## src/cpec_pkg.sv

```systemverilog
`timescale 1ns / 1ps
`default_nettype none

package cpec_pkg;

    localparam int FRONT_LAT = 5;
    localparam int SQRT_LAT  = 32;
    localparam int DIV_LAT   = 31;
    localparam int BACK_LAT  = 10;
    localparam int N_PRD     = 10;

    localparam int Q_N = 30;
    localparam int Q_K = 29;
    localparam int Q_B = 15;

    localparam logic [15:0] BOUNCE_ONE = 16'd32768;

    typedef logic signed [36:0] t_val;
    typedef logic signed [31:0] t_fac;

    localparam t_fac FAC_ONE  = 32'sd1073741824;
    localparam t_fac FAC_HALF = 32'sd536870912;
    localparam t_val VAL_MAX  = 37'sd2147483647;
    localparam t_val VAL_MIN  = -37'sd2147483648;

    typedef struct packed {
        logic [63:0] mag;
        logic        neg;
    } t_prd;

    typedef struct packed {
        logic signed [31:0] dx;
        logic signed [31:0] dy;
        logic [30:0]        rad;
        logic signed [31:0] avx;
        logic signed [31:0] avy;
        logic signed [31:0] bvx;
        logic signed [31:0] bvy;
        logic [31:0]        mb;
        logic [15:0]        ab;
        logic [15:0]        bb;
        logic [31:0]        mdx;
        logic [31:0]        mdy;
        logic [31:0]        m;
        logic [63:0]        sqx;
        logic [63:0]        sqy;
        logic [63:0]        r2;
        logic [63:0]        sum;
        logic [63:0]        nk;
        logic [32:0]        s;
        logic               hit;
        logic               zero;
        logic [4:0]         sh;
        logic [31:0]        smx;
        logic [31:0]        smy;
        t_fac               nx;
        t_fac               ny;
        t_fac               ka;
        t_fac               kb;
        t_fac               fa;
        t_fac               fb;
        t_prd [N_PRD-1:0]   p;
        t_val [N_PRD-1:0]   w;
        t_val               vna;
        t_val               vnb;
        t_val               vta;
        t_val               vtb;
        t_val               da;
        t_val               db;
        t_val               ra;
        t_val               rb;
        t_val               tba;
        t_val               tbb;
    } t_item;

    typedef struct packed {
        logic        collided;
        logic [31:0] new_offset_x;
        logic [31:0] new_offset_y;
        logic [31:0] new_a_vel_x;
        logic [31:0] new_a_vel_y;
        logic [31:0] new_b_vel_x;
        logic [31:0] new_b_vel_y;
    } t_res;

    function automatic logic [31:0] f_abs32(input logic signed [31:0] x);
        return x[31] ? 32'(-x) : 32'(x);
    endfunction

    function automatic logic [63:0] f_sq32(input logic [31:0] x);
        return {32'b0, x} * {32'b0, x};
    endfunction

    function automatic t_val f_ext(input logic signed [31:0] x);
        return {{5{x[31]}}, x};
    endfunction

    function automatic t_prd f_mul(input t_val a, input t_fac b);
        logic [36:0] am;
        logic [31:0] bm;
        logic [68:0] pr;
        t_prd        r;
        am = a[36] ? 37'(-a) : 37'(a);
        bm = b[31] ? 32'(-b) : 32'(b);
        pr = {32'b0, am} * {37'b0, bm};
        r.mag = pr[63:0];
        r.neg = a[36] ^ b[31];
        return r;
    endfunction

    // round to nearest, halves away from zero
    function automatic t_val f_rnd(input t_prd p, input int k);
        logic [64:0] s;
        s = {1'b0, p.mag} + (65'd1 << (k - 1));
        s = s >> k;
        return p.neg ? -$signed(s[36:0]) : $signed(s[36:0]);
    endfunction

    function automatic logic [31:0] f_sat(input t_val v);
        if (v > VAL_MAX) begin
            return 32'h7FFF_FFFF;
        end else if (v < VAL_MIN) begin
            return 32'h8000_0000;
        end
        return v[31:0];
    endfunction

endpackage

`default_nettype wire

```

## src/cpec_sqrt.sv

```systemverilog
`timescale 1ns / 1ps
`default_nettype none

module cpec_sqrt import cpec_pkg::*; (
    input  logic        i_clk,
    input  logic        i_en,
    input  logic [63:0] i_rad,
    output logic [31:0] o_root
);

    logic [33:0] r_rem  [SQRT_LAT];
    logic [31:0] r_root [SQRT_LAT];
    logic [63:0] r_rad  [SQRT_LAT];

    for (genvar g = 0; g < SQRT_LAT; g++) begin : g_step
        logic [33:0] w_rem;
        logic [31:0] w_root;
        logic [63:0] w_rad;
        logic [35:0] w_sh;
        logic [35:0] w_trial;
        logic [33:0] n_rem;
        logic [31:0] n_root;

        if (g == 0) begin : g_first
            assign w_rem  = '0;
            assign w_root = '0;
            assign w_rad  = i_rad;
        end else begin : g_next
            assign w_rem  = r_rem[g-1];
            assign w_root = r_root[g-1];
            assign w_rad  = r_rad[g-1];
        end

        always_comb begin
            w_sh    = {w_rem, w_rad[63-2*g -: 2]};
            w_trial = {2'b00, w_root, 2'b01};
            if (w_sh >= w_trial) begin
                n_rem  = 34'(w_sh - w_trial);
                n_root = {w_root[30:0], 1'b1};
            end else begin
                n_rem  = w_sh[33:0];
                n_root = {w_root[30:0], 1'b0};
            end
        end

        always_ff @(posedge i_clk) begin
            if (i_en) begin
                r_rem[g]  <= n_rem;
                r_root[g] <= n_root;
                r_rad[g]  <= w_rad;
            end
        end
    end

    assign o_root = r_root[SQRT_LAT-1];

endmodule

`default_nettype wire

```

## config.mk

```make
export PLATFORM = sky130hd
export DESIGN_NAME = cpec_sqrt
export DESIGN_NICKNAME = d
export VERILOG_FILES = /design/src/cpec_pkg.sv /design/src/cpec_sqrt.sv
export SDC_FILE = /design/constraint.sdc
export NUM_CORES = 2
export LEC_CHECK = 0
export BUFFER_PORTS_ARGS = -buffer_cell sky130_fd_sc_hd__buf_2
export CORE_MARGIN = 4
export CORE_UTILIZATION = 40
export CTS_BUF_LIST = sky130_fd_sc_hd__clkbuf_2 sky130_fd_sc_hd__clkbuf_4 sky130_fd_sc_hd__clkbuf_8
export DETAILED_ROUTE_END_ITERATION = 6
export PLACE_DENSITY = 0.62
export SETUP_SLACK_MARGIN = 0.02
export SLEW_MARGIN = 10
export SYNTH_ARGS = -nofsm -noshare
export SYNTH_HDL_FRONTEND = slang
export SYNTH_MEMORY_MAX_BITS = 65536
export SYNTH_SLANG_ARGS = --single-unit
```

## constraint.sdc

```tcl
create_clock -name i_clk -period 6.4 [get_ports i_clk]
set_clock_uncertainty 0.2 [all_clocks]
set_input_delay 0.64 -clock i_clk [delete_from_list [all_inputs] [get_ports i_clk]]
set_output_delay 0.64 -clock i_clk [all_outputs]
set_load 0.02 [all_outputs]
```

==> Word level (Yosys, flattened, before mapping) <==
Memory sizes are Yosys's and may differ from the RTL's.
Cells that the tools add are included.
{ "word_totals": {"regBits": 0, "mem_bits_rw": 4160, "output_inout_bits": 32, "wordCells": 133, "mem_count": 3} }
{ "op_classes": {"n_addsub": 32, "n_lt_le_gt_ge": 32, "muxes": 66} }
{ "mem_list": {"columns": ["memory", "depth", "width", "read_ports", "rd_clocked_by_memory_dff", "write_ports", "line_no", "source"], "rows": [
  ["r_rad", 32, 64, 31, 0, 32, "cpec_sqrt.sv:13", "logic [63:0] r_rad [SQRT_LAT];"],
  ["r_rem", 32, 34, 31, 0, 32, "cpec_sqrt.sv:11", "logic [33:0] r_rem [SQRT_LAT];"],
  ["r_root", 32, 32, 32, 0, 32, "cpec_sqrt.sv:12", "logic [31:0] r_root [SQRT_LAT];"]
]} }
{ "ops": {"columns": ["cell", "n"], "rows": [
  [">= comparator 36 x 34 -> 1 bit", 31],
  ["two-way mux 34 bit", 32],
  ["subtractor 34 bit", 31],
  ["two-way mux 1 bit", 34],
  ["subtractor 2 x 1 -> 3 bit (second input constant)", 1],
  [">= comparator 2 x 1 -> 1 bit (second input constant)", 1]
]} }

==> Depth between registers and ports, before layout <==
An unclocked memory read counts as a cell.
{ "depth": {"ltp_word": 3, "ltp_mapped": 14} }

==> Worst setup path after synthesis <==
OpenSTA, ideal clock, no wires.
{ "synth_path": {"path_kind": "reg2reg", "from": "mem r_rem[5][10] (netlist: r_rem[0][180])", "to": "mem r_rem[6][25] (netlist: r_rem[0][229]) (data pin)", "setup_time_ps": 271, "arrival_ps": 3212, "path_slack_ps": 2717, "path_stages_with_launch": 11, "path_buffers": 2, "period_less_slack_ps": 3683, "path_cell_list": "edfxtp_1 > or4_1 > or3_1 > or4_4 > or4_1 > buf_2 > nor4_4 > or3_1 > buf_4 > nor4_1 > xor2_1"} }
{ "synth_lines": {"columns": ["item", "line_no"], "rows": [
  ["start: declaration", "cpec_sqrt.sv:11"]
]} }

==> impl_metrics.toml <==
[clock_tree]
cts.sinks = 2523
cts_tree = "yes"
clock_latency_ns = 1.04
root_buffer = "clkbuf_8"
htree_levels = 5
cts_buffers = 421
postCtsSetupBuffers = 0
clk_pin_slew_worst_paths_ns = 0.06
cts_repair_resize_count = 0
cts_buffer_depth = 4

[setup_path]
timing.critical_path.mode_cell = "a211oi_1"
cp.required_ns = 6.93
r2r-end = "r_rem[1][503]"
cp_slowest_cell = "a221oi_1"
crit_path_max_incr_delay_ns = 0.78
cp_max_fo = 53
reg2regPathDepth = 9
start_kind = "register"
worst_ep_arrival_time_ns = 5.23
worstSetupPathType = "reg2reg"
critPathCaptureType = "register"
reg2reg_from = "r_rem[1][445]"
crit_path_cell_trace = "ha_1, o211a_1, a211oi_1, a31oi_1, a221oi_1, o21ai_0, a211oi_1, inv_2, mux2_1"
critPathLaunch = "r_rem[1][445]"
r2r_slack_ns = 1.70

[floorplan]
io_pins = 98
dieHeight_um = 550.3
die_area_mm2 = 0.3029
fp.dieW_um = 550.3
initial_core_util_pct = 40.31
core_region_area_mm2 = 0.2918
rows = 198

[hold_path]
min_from = "i_rad[1]"
hold_path.class = "in2reg"
holdPathStages = 2
hold_path_end = "r_rad[0][1]"

[global_routing]
met3_usage_pct = 2.213
grt_pass1_wl_um = 388000
grt_overflow = 0
antenna_found_initial = 2
track_usage_pct = 15.80
grt_use_met2_pct = 27.84
globalRoute.busiestLayer = "met2"
use_met1_pct = 19.52
grt_max_degree = 181
grt_pass1_vias = 72050

[pwr]
ir_drop_mv = 0.2766
leakagePower_nw = 50.53
power_mw = 45.94
power.density_mw_per_mm2 = 346.7

[placement]
dp.cells = 12954
dp_hpwl_um = 173100
io_buffer_count = 97
post_dp_cell_area_mm2 = 0.1231
gp_congestion = 0.8877

[routing]
final_antenna_net_count = 0
viasPerCell = 5.187
drt_iter0_markers = 5107
finalWirelength_um = 244900
vias = 71742
route.detailed.drc = 0
wl_per_cell_um = 17.71
drtPass1Iterations = 6

[timing]
clock.fmax_ghz = 0.2128
setup_violations = 0
finalCritPeriodShare_pct = 73.41
hold_slack_ns = 0.1442
setup-tns-final_ns = 0
layout_min_cycle_time_ns = 4.698
slew_headroom_pct = 21.73
worst_pin_slew_ns = 1.156
rsz0062_at_grt = "no"
slew_viol_final = 0
hold_viol = 0

[synthesis]
yosysSeqAreaShare_pct = 64.40
yosysTopAreaCellShare_pct = 64.40
synth_common_cells = "2523 x edfxtp_1, 711 x inv_1, 598 x nand2_1, 573 x a21oi_1, 562 x ha_1"
avgSynthCellArea_um2 = 12.97
ys.flop_type = "edfxtp_1"
syn_nets = 9700
synth_area_leader_cell = "edfxtp_1"
synth_edf_count = 2523
synthArstFlopShare_pct = 0
ys.warnings.count = 0
yosys-top-cells-area = "edfxtp_1 64%, ha_1 6.0%, xnor2_1 3.2%"
synth.distinct_cells = 92
netlist_area_mm2 = 0.1177
postSynthCellCount = 9072
yosysMostFrequentCell = "edfxtp_1"
synth-seq-cells = 2523

[finish]
final_nets = 10219
n_fill_cell = 26237
syn_to_final_growth_pct = 12.63
final_area_mm2 = 0.1325
multi_input_area_mm2 = 0.03860
final_cell_count_no_fill = 13830
drive_above_1_share_pct = 9.790
ff_latch_area_mm2 = 0.07576

[outcome]
status = "completed"

[run]
maxCapViolations = 0
==> power by group <==
part           switching [mW]  internal, mW  leakage [nW]
logic                    5.58          4.02          21.9
clock network            6.57          7.46          4.37
registers                1.42          20.9          24.3
total                    13.6          32.4          50.5
==> per-stage QoR <==
stage	utilization [%]	setup WS [ns]
after floorplan	-	2.717
after global placement	42.18	1.879
after detailed placement	42.18	1.753
after CTS	45.41	1.674
after global routing	45.41	1.274
final	45.41	1.702
==> what timing repair did <==
item | in CTS | in global routing
hold endpoints to repair | 144 | 0
hold buffers | 114 | 0
endpoints found under the setup margin | 0 | 0
==> layout by cell type (no fill, tap or decap), types with 209 or more instances in the layout <==
master / n
clkbuf_8: 424
inv_1: 711
o21ai_0: 417
nor2_1: 539
ha_1: 562
nand2_1: 598
nor3_1: 209
a21oi_1: 571
edfxtp_1: 2523
xor2_1: 400
a21o_1: 243
xnor2_1: 435
==> cell type report <==
class                      instances  share of cell area [%]
inverter                         718                   2.034
antenna                            1                0.001888
multi-input combinational       5656                   29.13
clock buffer                     531                   5.010
clock inverter                   230                   1.243
tap                             3900                   3.682
timing repair buffer             271                   1.730
sequential                      2523                   57.17
==> how the worst max path moves through the flow <==
stage                                to  cells past startpoint
after floorplan           r_rem[0][229]                     10
after global placement    r_rem[0][303]                      9
after detailed placement  r_rem[1][503]                      9
after CTS                 r_rem[1][503]                      9
after global routing      r_rem[1][503]                     10
final                     r_rem[1][503]                      9
==> routing by layer <==
layer / up-vias / wire, um
met5: - / 0
met4: 0 / 9561
met3: 589 / 10340
met2: 1741 / 122300
met1: 34630 / 102700
li1: 34782 / -
==> worst max-delay path: cells and delay by family, from the launching register on <==
kind	cells	cell delay, ns
AOI/OAI and AO/OA	6	2.32
adders and majority gates	1	0.38
buffers and inverters	1	0.57
DFF	1	0.39
muxes	1	0.48
==> sequential cells by signal, summed over array words and instances (netlist names) <==
register  flops
r_rem      1003
r_root      528
r_rad       992
==> cell families after synthesis <==
family                   count (synthesis)  synth area share [%]
flip-flops                            2523                 64.40
AO/OA/AOI/OAI                         1828                 9.717
buffers and inverters                  893                 2.871
XOR/XNOR                               835                 6.216
AND/OR/NAND/NOR                       2333                 9.900
adder cells (fa/ha/maj)                562                 5.977
multiplexers                            97                0.9189
other                                    1              0.003187
No activity file was read; power rests on OpenSTA's default activity.
